File: src/rtl/udrb_pkg.sv
// udrb_pkg: shared types, codes and defaults for the uart dual ring buffer
// depends on nothing; imported by every rtl file of the block
package udrb_pkg;

    localparam int DEF_PORTS        = 2;
    localparam int DEF_BUFFER_DEPTH = 64;

    localparam int BYTE_W      = 8;
    localparam int CMD_W       = 3;
    localparam int PORT_W      = 2;
    localparam int STATUS_W    = 2;
    localparam int TX_LEVEL_W  = 7;
    localparam int RX_LEVEL_W  = 8;
    localparam logic [RX_LEVEL_W-1:0] RX_CNT_MAX = '1;

    typedef enum logic [CMD_W-1:0] {
        CMD_PUT_TX   = 3'd0,
        CMD_TX_READY = 3'd1,
        CMD_RX_BYTE  = 3'd2,
        CMD_GET      = 3'd3,
        CMD_PEEK     = 3'd4,
        CMD_FLUSH_TX = 3'd5,
        CMD_FLUSH_RX = 3'd6,
        CMD_CHECK    = 3'd7
    } t_cmd;

    typedef enum logic [STATUS_W-1:0] {
        STAT_OK       = 2'd0,
        STAT_BAD_PORT = 2'd1,
        STAT_TX_FULL  = 2'd2,
        STAT_EMPTY    = 2'd3
    } t_status;

    typedef enum logic {
        ST_IDLE = 1'b0,
        ST_RESP = 1'b1
    } t_state;

    typedef struct packed {
        logic [CMD_W-1:0]  cmd;
        logic [PORT_W-1:0] port;
        logic [BYTE_W-1:0] byte_in;
    } t_in_item;

    typedef struct packed {
        logic [BYTE_W-1:0]     byte_out;
        logic                  byte_valid;
        logic [STATUS_W-1:0]   status;
        logic [TX_LEVEL_W-1:0] tx_level;
        logic [RX_LEVEL_W-1:0] rx_level;
        logic                  overflow_seen;
    } t_out_item;

endpackage

File: src/rtl/uart_dual_ring_buffer_unit.sv
// uart dual ring buffer: per-port transmit and receive byte rings
// latency: a transaction taken at one edge shows its result, with o_done, in the next cycle
// no new transaction is taken while busy; busy is high while the result is shown with o_done
// reset: synchronous, active low; clears all indexes, counts and the sequencer, not the rams
// the receiver cannot stall: each result is shown for exactly one cycle
// depends on udrb_pkg and udrb_ram
module uart_dual_ring_buffer_unit
    import udrb_pkg::*;
#(
    parameter int PORTS        = DEF_PORTS,
    parameter int BUFFER_DEPTH = DEF_BUFFER_DEPTH
) (
    input  logic      i_clk,
    input  logic      i_rst_n,
    input  logic      start,
    output logic      busy,
    input  t_in_item  i_item,
    output logic      o_done,
    output t_out_item o_result
);

    // widths derived from the geometry
    localparam int PW     = (PORTS > 1) ? $clog2(PORTS) : 1;
    localparam int IDX_W  = $clog2(BUFFER_DEPTH);
    localparam int CNT_W  = $clog2(BUFFER_DEPTH + 1);
    localparam int MEM_D  = PORTS * BUFFER_DEPTH;
    localparam int ADDR_W = $clog2(MEM_D);

    localparam logic [IDX_W-1:0]      IDX_LAST   = IDX_W'(BUFFER_DEPTH - 1);
    localparam logic [CNT_W-1:0]      TX_FULL    = CNT_W'(BUFFER_DEPTH);
    localparam logic [RX_LEVEL_W-1:0] RX_FULL    = RX_LEVEL_W'(BUFFER_DEPTH);
    localparam logic [ADDR_W-1:0]     RING_SPAN  = ADDR_W'(BUFFER_DEPTH);

    // per-port ring indexes and counts
    logic [IDX_W-1:0]      r_tx_head [PORTS];
    logic [IDX_W-1:0]      r_tx_tail [PORTS];
    logic [CNT_W-1:0]      r_tx_cnt  [PORTS];
    logic [IDX_W-1:0]      r_rx_head [PORTS];
    logic [IDX_W-1:0]      r_rx_tail [PORTS];
    logic [RX_LEVEL_W-1:0] r_rx_cnt  [PORTS];
    logic [IDX_W-1:0]      n_tx_head [PORTS];
    logic [IDX_W-1:0]      n_tx_tail [PORTS];
    logic [CNT_W-1:0]      n_tx_cnt  [PORTS];
    logic [IDX_W-1:0]      n_rx_head [PORTS];
    logic [IDX_W-1:0]      n_rx_tail [PORTS];
    logic [RX_LEVEL_W-1:0] n_rx_cnt  [PORTS];

    // sequencer and held response
    t_state    r_state, n_state;
    t_out_item r_res, n_res;
    logic      r_src_tx, n_src_tx;

    // ram access for the transaction being taken
    logic              take;
    logic              port_ok;
    logic [PW-1:0]     p;
    logic              tx_we, rx_we;
    logic [IDX_W-1:0]  tx_idx, rx_idx;
    logic [ADDR_W-1:0] tx_addr, rx_addr;
    logic [BYTE_W-1:0] tx_rdata, rx_rdata;

    function automatic logic [IDX_W-1:0] wrap_next(input logic [IDX_W-1:0] i);
        wrap_next = (i == IDX_LAST) ? '0 : i + 1'b1;
    endfunction

    assign take    = start && !busy;
    assign port_ok = (i_item.port < PORT_W'(PORTS)) || (PORTS >= (1 << PORT_W));
    assign p       = port_ok ? i_item.port[PW-1:0] : '0;

    // ring slot of port p sits at p * depth + index
    assign tx_addr = ADDR_W'(p) * RING_SPAN + ADDR_W'(tx_idx);
    assign rx_addr = ADDR_W'(p) * RING_SPAN + ADDR_W'(rx_idx);

    // command decode: index and count updates, ram strobes, response fields
    always_comb begin
        n_tx_head = r_tx_head;
        n_tx_tail = r_tx_tail;
        n_tx_cnt  = r_tx_cnt;
        n_rx_head = r_rx_head;
        n_rx_tail = r_rx_tail;
        n_rx_cnt  = r_rx_cnt;
        n_res     = r_res;
        n_src_tx  = r_src_tx;
        tx_we     = 1'b0;
        rx_we     = 1'b0;
        tx_idx    = r_tx_tail[p];
        rx_idx    = r_rx_tail[p];

        if (take) begin
            n_res          = '0;
            n_src_tx       = 1'b0;
            n_res.status   = port_ok ? STAT_OK : STAT_BAD_PORT;

            if (t_cmd'(i_item.cmd) == CMD_CHECK) begin
                // scans every port whatever the port field says
                for (int q = 0; q < PORTS; q++) begin
                    if (r_rx_cnt[q] >= RX_FULL) begin
                        n_rx_head[q] = '0;
                        n_rx_tail[q] = '0;
                        n_rx_cnt[q]  = '0;
                        n_res.overflow_seen = 1'b1;
                    end
                end
            end else if (port_ok) begin
                case (t_cmd'(i_item.cmd))
                    CMD_PUT_TX: begin
                        if (r_tx_cnt[p] >= TX_FULL) begin
                            n_tx_head[p] = '0;
                            n_tx_tail[p] = '0;
                            n_tx_cnt[p]  = '0;
                            n_res.status = STAT_TX_FULL;
                        end else begin
                            tx_idx       = r_tx_head[p];
                            tx_we        = 1'b1;
                            n_tx_head[p] = wrap_next(r_tx_head[p]);
                            n_tx_cnt[p]  = r_tx_cnt[p] + 1'b1;
                        end
                    end
                    CMD_TX_READY: begin
                        if (r_tx_cnt[p] != '0) begin
                            n_res.byte_valid = 1'b1;
                            n_src_tx         = 1'b1;
                            n_tx_tail[p]     = wrap_next(r_tx_tail[p]);
                            n_tx_cnt[p]      = r_tx_cnt[p] - 1'b1;
                        end else begin
                            n_res.status = STAT_EMPTY;
                        end
                    end
                    CMD_RX_BYTE: begin
                        // no full check: old unread bytes get overwritten
                        rx_idx       = r_rx_head[p];
                        rx_we        = 1'b1;
                        n_rx_head[p] = wrap_next(r_rx_head[p]);
                        if (r_rx_cnt[p] != RX_CNT_MAX) begin
                            n_rx_cnt[p] = r_rx_cnt[p] + 1'b1;
                        end
                    end
                    CMD_GET, CMD_PEEK: begin
                        if (r_rx_cnt[p] != '0) begin
                            n_res.byte_valid = 1'b1;
                            if (t_cmd'(i_item.cmd) == CMD_GET) begin
                                n_rx_tail[p] = wrap_next(r_rx_tail[p]);
                                n_rx_cnt[p]  = r_rx_cnt[p] - 1'b1;
                            end
                        end else begin
                            n_res.status = STAT_EMPTY;
                        end
                    end
                    CMD_FLUSH_TX: begin
                        n_tx_head[p] = '0;
                        n_tx_tail[p] = '0;
                        n_tx_cnt[p]  = '0;
                    end
                    CMD_FLUSH_RX: begin
                        n_rx_head[p] = '0;
                        n_rx_tail[p] = '0;
                        n_rx_cnt[p]  = '0;
                    end
                    default: begin
                    end
                endcase
            end

            // levels after the step, zero for a bad port
            if (port_ok) begin
                n_res.tx_level = TX_LEVEL_W'(n_tx_cnt[p]);
                n_res.rx_level = n_rx_cnt[p];
            end
        end
    end

    // sequencer next state
    always_comb begin
        n_state = r_state;
        case (r_state)
            ST_IDLE: begin
                if (start) begin
                    n_state = ST_RESP;
                end
            end
            ST_RESP: begin
                n_state = ST_IDLE;
            end
            default: begin
                n_state = ST_IDLE;
            end
        endcase
    end

    // sequencer outputs
    always_comb begin
        busy   = 1'b0;
        o_done = 1'b0;
        case (r_state)
            ST_IDLE: begin
                busy   = 1'b0;
                o_done = 1'b0;
            end
            ST_RESP: begin
                busy   = 1'b1;
                o_done = 1'b1;
            end
            default: begin
                busy   = 1'b0;
                o_done = 1'b0;
            end
        endcase
    end

    always_ff @(posedge i_clk) begin
        if (!i_rst_n) begin
            r_state <= ST_IDLE;
            for (int q = 0; q < PORTS; q++) begin
                r_tx_head[q] <= '0;
                r_tx_tail[q] <= '0;
                r_tx_cnt[q]  <= '0;
                r_rx_head[q] <= '0;
                r_rx_tail[q] <= '0;
                r_rx_cnt[q]  <= '0;
            end
        end else begin
            r_state   <= n_state;
            r_tx_head <= n_tx_head;
            r_tx_tail <= n_tx_tail;
            r_tx_cnt  <= n_tx_cnt;
            r_rx_head <= n_rx_head;
            r_rx_tail <= n_rx_tail;
            r_rx_cnt  <= n_rx_cnt;
        end
    end

    // response payload, no reset needed
    always_ff @(posedge i_clk) begin
        r_res    <= n_res;
        r_src_tx <= n_src_tx;
    end

    // ring storage, one ram per direction
    udrb_ram #(
        .DEPTH (MEM_D)
    ) u_tx_ram (
        .i_clk   (i_clk),
        .i_we    (tx_we),
        .i_addr  (tx_addr),
        .i_wdata (i_item.byte_in),
        .o_rdata (tx_rdata)
    );

    udrb_ram #(
        .DEPTH (MEM_D)
    ) u_rx_ram (
        .i_clk   (i_clk),
        .i_we    (rx_we),
        .i_addr  (rx_addr),
        .i_wdata (i_item.byte_in),
        .o_rdata (rx_rdata)
    );

    // byte comes straight from the ram read register; zero when none
    always_comb begin
        o_result = r_res;
        if (r_res.byte_valid) begin
            o_result.byte_out = r_src_tx ? tx_rdata : rx_rdata;
        end else begin
            o_result.byte_out = '0;
        end
    end

endmodule

File: src/rtl/udrb_ram.sv
// udrb_ram: single-port byte memory with registered read data
// depends on udrb_pkg for the byte width and the default depth
module udrb_ram
    import udrb_pkg::*;
#(
    parameter int DEPTH = DEF_PORTS * DEF_BUFFER_DEPTH
) (
    input  logic                     i_clk,
    input  logic                     i_we,
    input  logic [$clog2(DEPTH)-1:0] i_addr,
    input  logic [BYTE_W-1:0]        i_wdata,
    output logic [BYTE_W-1:0]        o_rdata
);

    logic [BYTE_W-1:0] mem [DEPTH];
    logic [BYTE_W-1:0] r_rdata;

    always_ff @(posedge i_clk) begin
        if (i_we) begin
            mem[i_addr] <= i_wdata;
        end
        r_rdata <= mem[i_addr];
    end

    assign o_rdata = r_rdata;

endmodule

File: config.mk
export PLATFORM = sky130hd
export DESIGN_NAME = uart_dual_ring_buffer_unit
export DESIGN_NICKNAME = d
export VERILOG_FILES = /design/src/rtl/udrb_pkg.sv /design/src/rtl/uart_dual_ring_buffer_unit.sv /design/src/rtl/udrb_ram.sv
export SDC_FILE = /design/constraint.sdc
export NUM_CORES = 2
export LEC_CHECK = 0
export BUFFER_PORTS_ARGS = -buffer_cell sky130_fd_sc_hd__buf_2
export CAP_MARGIN = 20
export CORE_AREA = 2 2 465 467
export CTS_CLUSTER_DIAMETER = 200
export DETAILED_ROUTE_END_ITERATION = 6
export DIE_AREA = 0 0 467 469
export GPL_ROUTABILITY_DRIVEN = 1
export MAX_ROUTING_LAYER = met4
export SKIP_CTS_REPAIR_TIMING = 1
export SLEW_MARGIN = 20
export SYNTH_ARGS = -nofsm -noshare
export SYNTH_HDL_FRONTEND = slang
export SYNTH_SLANG_ARGS = --single-unit
File: constraint.sdc
create_clock -name i_clk -period 11.94 [get_ports i_clk]
set_clock_uncertainty 0.1 [all_clocks]
set_input_delay 1.791 -clock i_clk [delete_from_list [all_inputs] [get_ports i_clk]]
set_output_delay 1.791 -clock i_clk [all_outputs]
set_load 0.01 [all_outputs]
Yosys cells after proc, flatten, opt, wreduce, memory -nomap -nowiden
Memory sizes are Yosys's and may differ from the RTL's. A register that Yosys moved wholly into a read port is not among the register bits.
Cells that the tools add are included.
{ "totals": {"ff_bits": 99, "mem_bits_rw": 2048, "input_bits": 16, "output_inout_bits": 29, "wordCells": 199, "n_memories": 2} }
{ "memory_table": {"columns": ["memory", "depth", "word_bits", "rd", "rd_ports_with_merged_regs", "write_ports", "line_no", "rtl"], "rows": [
  ["u_rx_ram.mem", 128, 8, 1, 1, 1, "udrb_ram.sv:15", "logic [BYTE_W-1:0] mem [DEPTH];"],
  ["u_tx_ram.mem", 128, 8, 1, 1, 1, "udrb_ram.sv:15", null]
]} }
{ "op_classes": {"addsub": 10, "magnitude_cmp": 6, "eq_ne": 18, "muxes": 110, "bitwise_logic": 14, "n_reduce_logical": 20} }
{ "ops": {"columns": ["op", "n"], "rows": [
  ["$mux 6", 28],
  ["$mux 12", 9],
  ["$mux 8", 11],
  ["$mux 16", 5],
  ["$pmux 12 s2", 3],
  ["$mux 14", 4],
  ["$mux 7", 7],
  ["$and 12x12->12", 4],
  ["$bwmux 12", 4],
  ["$pmux 16 s3", 1],
  ["$pmux 14 s3", 1],
  ["$pmux 12 s3", 1],
  ["$bwmux 16", 2],
  ["$bwmux 14", 2],
  ["$add 6x1->6 const B", 4],
  ["$eq 6x6->1 const B", 4],
  ["$mux 1", 20],
  ["$reduce_and 6->1", 3],
  ["$and 16x16->16", 1],
  ["$ge 8x7->1 const B", 2],
  ["$not 16->16", 1],
  ["$add 7x6->7", 2],
  ["$and 14x14->14", 1],
  ["$not 14->14", 1],
  ["34 further kinds", 57]
]} }

Depth between registers and ports, before layout
{ "depth": {"ltp_word": 16, "mapped_depth": 21, "mapped_depth_nobuf": 12} }

Hierarchy
Synthesis repeated with hierarchy kept, for this count alone.
{ "hier_totals": {"cells_unflattened": 5948, "hier_area_um2": 88392.3} }
{ "modules_own_cells": {"columns": ["mod", "instances", "cells_each", "area_per_inst_um2", "seq_area_each_um2"], "rows": [
  ["udrb_ram", 2, 2475, 40433.8, 30909.6],
  ["uart_dual_ring_buffer_unit", 1, 998, 7524.7, 2182.1]
]} }

Worst setup path before layout
No wires, ideal clock.
{ "synth_timing": {"path_type": "input to register", "start": "in i_item[8] (netlist bit)", "end": "reg r_res, in the netlist o_result[2] (data pin)", "setup_ps": 167, "arrival_ps": 6067, "path_slack_ps": 5606, "path_stages": 19, "path_buffers": 9, "cell_sequence": "clkbuf_1 nor2b_1 buf_2 clkbuf_1 buf_1 clkbuf_1 clkbuf_1 clkbuf_1 nor2_1 a21o_1 inv_1 ha_1 clkbuf_1 a41oi_1 and2_1 clkbuf_1 o311ai_0 a32oi_1 a211oi_1"} }
{ "synth_between": {"elab_chain_cells": 16} }
{ "synth_lines": {"columns": ["element", "line_no", "rtl"], "rows": [
  ["start, declared", "uart_dual_ring_buffer_unit.sv:17", "input t_in_item i_item,"],
  ["$lt 2x2->1", "uart_dual_ring_buffer_unit.sv:67", "assign port_ok = (i_item.port < PORT_W'(PORTS)) || (PORTS >= (1 << PORT_W));"],
  ["$mux 1", "uart_dual_ring_buffer_unit.sv:68", "assign p = port_ok ? i_item.port[PW-1:0] : '0;"],
  ["$not 1->2 (not written as such)", null, null],
  ["$mux 8 (not written as such) (tied with other cells)", null, null],
  ["$mux 8 (not written as such) or $logic_and 1x1->1 (tied branches)", null, null],
  ["$mux 8, on equally long branches", null, null],
  ["$sub 8x1->8 or $demux 8 s1 (tied branches)", "uart_dual_ring_buffer_unit.sv:143, uart_dual_ring_buffer_unit.sv:135, uart_dual_ring_buffer_unit.sv:157", null],
  ["$bwmux 16", "uart_dual_ring_buffer_unit.sv:143", "n_rx_cnt[p] = r_rx_cnt[p] - 1'b1;"],
  ["$mux 16", "uart_dual_ring_buffer_unit.sv:141", "if (t_cmd'(i_item.cmd) == CMD_GET) begin"],
  ["$mux 16", "uart_dual_ring_buffer_unit.sv:139", "if (r_rx_cnt[p] != '0) begin"],
  ["$pmux 16 s3", "uart_dual_ring_buffer_unit.sv:105", "case (t_cmd'(i_item.cmd))"],
  ["$mux 16", "uart_dual_ring_buffer_unit.sv:104", "end else if (port_ok) begin"],
  ["$mux 16", "uart_dual_ring_buffer_unit.sv:94", "if (t_cmd'(i_item.cmd) == CMD_CHECK) begin"],
  ["$mux 8 (not written as such) (3 in a row)", "uart_dual_ring_buffer_unit.sv:167", "n_res.rx_level = n_rx_cnt[p];"],
  ["end signal, assigned", "uart_dual_ring_buffer_unit.sv:234", "r_res <= n_res;"],
  ["end, declared", "uart_dual_ring_buffer_unit.sv:50", "t_out_item r_res, n_res;"]
]} }
Parallel ways exist; a longest one is shown, timed or not. The select of a mux whose other input is x is not followed.
A chain may end at the register's enable or synchronous reset.

Worst setup path after layout
{ "layout_timing": {"start": "in i_item[8] (netlist bit)", "end": "reg u_rx_ram.r_rdata[4], in the netlist u_rx_ram.o_rdata[4], read port of u_rx_ram.mem"} }
{ "layout_between": {"elab_chain_cells": 11} }
{ "layout_lines": {"columns": ["element", "line_no", "rtl"], "rows": [
  ["$lt 2x2->1", "uart_dual_ring_buffer_unit.sv:67", null],
  ["$mux 1", "uart_dual_ring_buffer_unit.sv:68", null],
  ["$not 1->2 (not written as such)", "uart_dual_ring_buffer_unit.sv:87, uart_dual_ring_buffer_unit.sv:131", null],
  ["$mux 6, on equally long branches (3 in a row)", "uart_dual_ring_buffer_unit.sv:87, uart_dual_ring_buffer_unit.sv:131", null],
  ["$mux 6", "uart_dual_ring_buffer_unit.sv:105", null],
  ["$mux 6", "uart_dual_ring_buffer_unit.sv:104", null],
  ["$mux 6", "uart_dual_ring_buffer_unit.sv:94", null],
  ["$mux 6", "uart_dual_ring_buffer_unit.sv:89", "if (take) begin"],
  ["$add 7x6->7 *", "uart_dual_ring_buffer_unit.sv:72", "assign rx_addr = ADDR_W'(p) * RING_SPAN + ADDR_W'(rx_idx);"],
  ["end, declared", "udrb_ram.sv:16", "logic [BYTE_W-1:0] r_rdata;"]
]} }
Every way passes the cells marked *; elsewhere a longest branch is shown, timed or not. The select of a mux whose other input is x is not followed.

==> out/metrics.yaml <==
status: "complete, no violations"
drv_cap: 0
dr.pass1.iters: 6
cp_slowest_cell: "a2111oi_0"
slowest_delay_ns: 1.09
seq_area_frac_synth: 0.750
reg2reg_depth: 12
wl_per_cell_um: 30.6
pre_cts_ws_ns: 4.12
port_buffers: 44
r2r-end: "u_rx_ram.o_rdata[4]"
grt_usage: 0.247
grt_pass1_vias: 51300
die_area_um2: 219000
yosys.area.top_type: "edfxtp_1"
clock_sinks: 2163
synth.most_common_cell: "edfxtp_1"
drt_iter0_drc: 9177
max_freq_ghz: 0.140
die_h_um: 469
vias: 54800
design.core.area_um2: 214000
routed_wl_um: 269000
synth_area_leaders: "edfxtp_1 73%, a22oi_1 4.3%, nand2_1 2.6%"
clk_pin_slew_ns: 0.06
cp_num_buf_inv: 6
p_per_area_nw_per_um2: 162
synth_xor_area_frac: 0.00195
antenna_found_initial: 8
cp-end-kind: "register"
min_path_type: "reg2reg"
synth_edf_count: 2068
viasPerCell: 6.25
drive_gt1_frac: 0.104
final_nets: 5775
cts_buffer_depth: 3
synthFlopType: "edfxtp_1"
crit_family: "compound AO/OA/AOI/OAI gates"
synth_fp_nets: 5776
setup_slack_ns: 4.82
cts_max_level: 4
crit_start: "i_item[8]"
ios: 45
clkLatencyLatePin_ns: 0.88
slew_headroom: 0.185
synth-adder-area-share: 0.00132
gr-total-overflow: 0
crit_top_cell: "buf_4"
fin_crit_ns: 7.12
muxShareOfSynthArea: 0.0324
area.growth.synth_to_final_pct: 12.7
vdd_ir_drop_max_mv: 0.133
synth_cells: 5751
dieWidth_um: 467
start_util: 0.399
setup_viol: 0
min_period_over_period: 0.596
dp_hpwl_um: 156000
yosys-top-cells-count: "2068 x edfxtp_1, 594 x nand2_1, 494 x a22oi_1, 436 x nor2_1, 253 x a21oi_1"
n_fill_cell: 18600
ys_warn_count: 0
async_flop_share: 0
critPathKind: "in2reg"
netlist_area_um2: 85300
path_cells: "buf_2 > buf_4 > nor2b_4 > buf_4 > nand4_1 > nand4_1 > buf_4 > buf_12 > nor3_2 > buf_4 > a22o_1 > a2111oi_0 > o21ai_0 > a2111oi_0 > nand3_1"
rsz0062_at_grt: "false"
cts_root_buf: "clkbuf_16"
hold_viol_final: 0
cts_buffers: 207
yosysTopAreaCellShare: 0.728
ff2ff_setup_slack_ns: 6.17
path_max_fanout: 87
avgSynthCellArea_um2: 14.8
critPathLaunchType: "primary input"
postRouteAntennaNets: 0
gp_congestion: 0.927
crit_end: "u_rx_ram.o_rdata[4]"
drc: 0
cp.required_ns: 12.54
grt_max_degree: 178
synth_compound_area_frac: 0.124
grt_first_pass_wirelength_um: 382000
leakage_nw: 29.9
synthDistinctLibCells: 82
worst_pin_slew_ns: 1.21
reg2reg_from: "r_state"
worstPathArrival_ns: 7.72
rows: 170
path_depth: 15
synth_top_family_by_area: "compound AO/OA/AOI/OAI gates"
finalMaxSlewViolations: 0
timing.setup.tns_ns: 0
synth-simple-area-share: 0.0709
cts_tree: "yes"
synth-seq-cells: 2163
sequential cells by signal (all words and copies together), names as in the netlist:
register / count
r_tx_tail: 12
r_state: 1
r_rx_tail: 12
r_tx_cnt: 14
u_tx_ram.mem: 1024
r_rx_cnt: 16
r_src_tx: 1
u_rx_ram.mem: 1024
r_rx_head: 12
u_tx_ram.o_rdata: 8
r_tx_head: 12
o_result: 19
u_rx_ram.o_rdata: 8
where the power goes:
part | switching [W] | internal [W] | total [W]
registers | 0.0000199 | 0.00832 | 0.00834
clock network | 0.00294 | 0.00378 | 0.00673
logic | 0.000367 | 0.000107 | 0.000475
area by class of cell:
cell class              instances  area (µm²)  share of cell area
well taps                    2838        3550              0.0369
diodes                          5        12.5            0.000130
flip-flops and latches       2163       64000               0.666
repair buffers                181        1470              0.0153
clock buffers                 260        5560              0.0578
inverters                      22        82.6            0.000859
clock inverters               128        1430              0.0149
multi-input cells            3175       20000               0.208
worst min-delay path by stage:
stage / startpoint / to / slack (ns) / cells after the start
2_1_floorplan: r_tx_head[6] / r_tx_head[6] / 0.34 / 2
3_3_place_gp: r_tx_head[6] / r_tx_head[6] / 0.36 / 2
3_5_place_dp: r_tx_head[6] / r_tx_head[6] / 0.36 / 2
4_1_cts: r_tx_head[6] / r_tx_head[6] / 0.37 / 2
5_1_grt: r_rx_tail[0] / r_rx_tail[0] / 0.42 / 2
6_report: r_tx_head[6] / r_tx_head[6] / 0.37 / 2
cells in the final DEF, fill, tap and decap left out, types with 24 or more instances in the layout:
master,netlist,final
mux2_2,56,56
nor3_1,61,46
nand4_1,42,42
clkbuf_16,0,207
a221oi_1,76,76
a22oi_1,494,493
clkbuf_8,0,26
clkbuf_1,248,35
buf_4,7,124
a21oi_1,253,253
clkinv_2,0,34
dfxtp_1,95,95
o22ai_1,45,45
nand3_1,123,123
mux2i_1,203,199
nor2_1,436,426
nand2_1,594,592
a41oi_1,59,59
a222oi_1,27,27
clkinv_1,0,45
o2bb2ai_1,34,34
o22a_1,24,24
a22o_1,30,29
buf_2,78,37
a211oi_1,60,60
edfxtp_1,2068,2068
o21ai_0,118,117
a31oi_1,100,100
worst min-delay path: cells and delay by family, from the launching register on:
family	cells	cell delay [ns]
flip-flops	1	0.32
AO/OA/AOI/OAI	1	0.05
AND/OR/NAND/NOR	1	0.06
cells by family after synthesis:
family | Yosys count
flops | 2163
compound gates | 1481
simple gates | 1401
buf+inv | 413
mux | 265
xor+xnor | 19
fa+ha+maj | 9
metal layers:
layer | vias up | GRT usage | wire (µm)
met5 | - | - | 0
met4 | 0 | 0.0682 | 7870
met3 | 490 | 0.0498 | 29900
met2 | 3458 | 0.366 | 122000
met1 | 28000 | 0.345 | 109000
li1 | 22900 | - | -
through the flow:
| step | std cells | hold slack (ns) | area [µm²] | total power [W] | utilization |
|---|---|---|---|---|---|
| 5_1_grt | 8771 | 0.423 | 96100 | 0.0159 | 0.450 |
| 6_report | 8772 | 0.374 | 96100 | 0.0155 | 0.450 |
| 3_5_place_dp | 8379 | 0.362 | 89100 | 0.00897 | 0.417 |
| 2_1_floorplan | 5751 | 0.345 | 85300 | 0.00870 | - |
| 3_3_place_gp | 8377 | 0.360 | 89100 | 0.00896 | 0.417 |
| 4_1_cts | 8767 | 0.371 | 96100 | 0.0156 | 0.450 |
(Power assumes the default switching activity.)
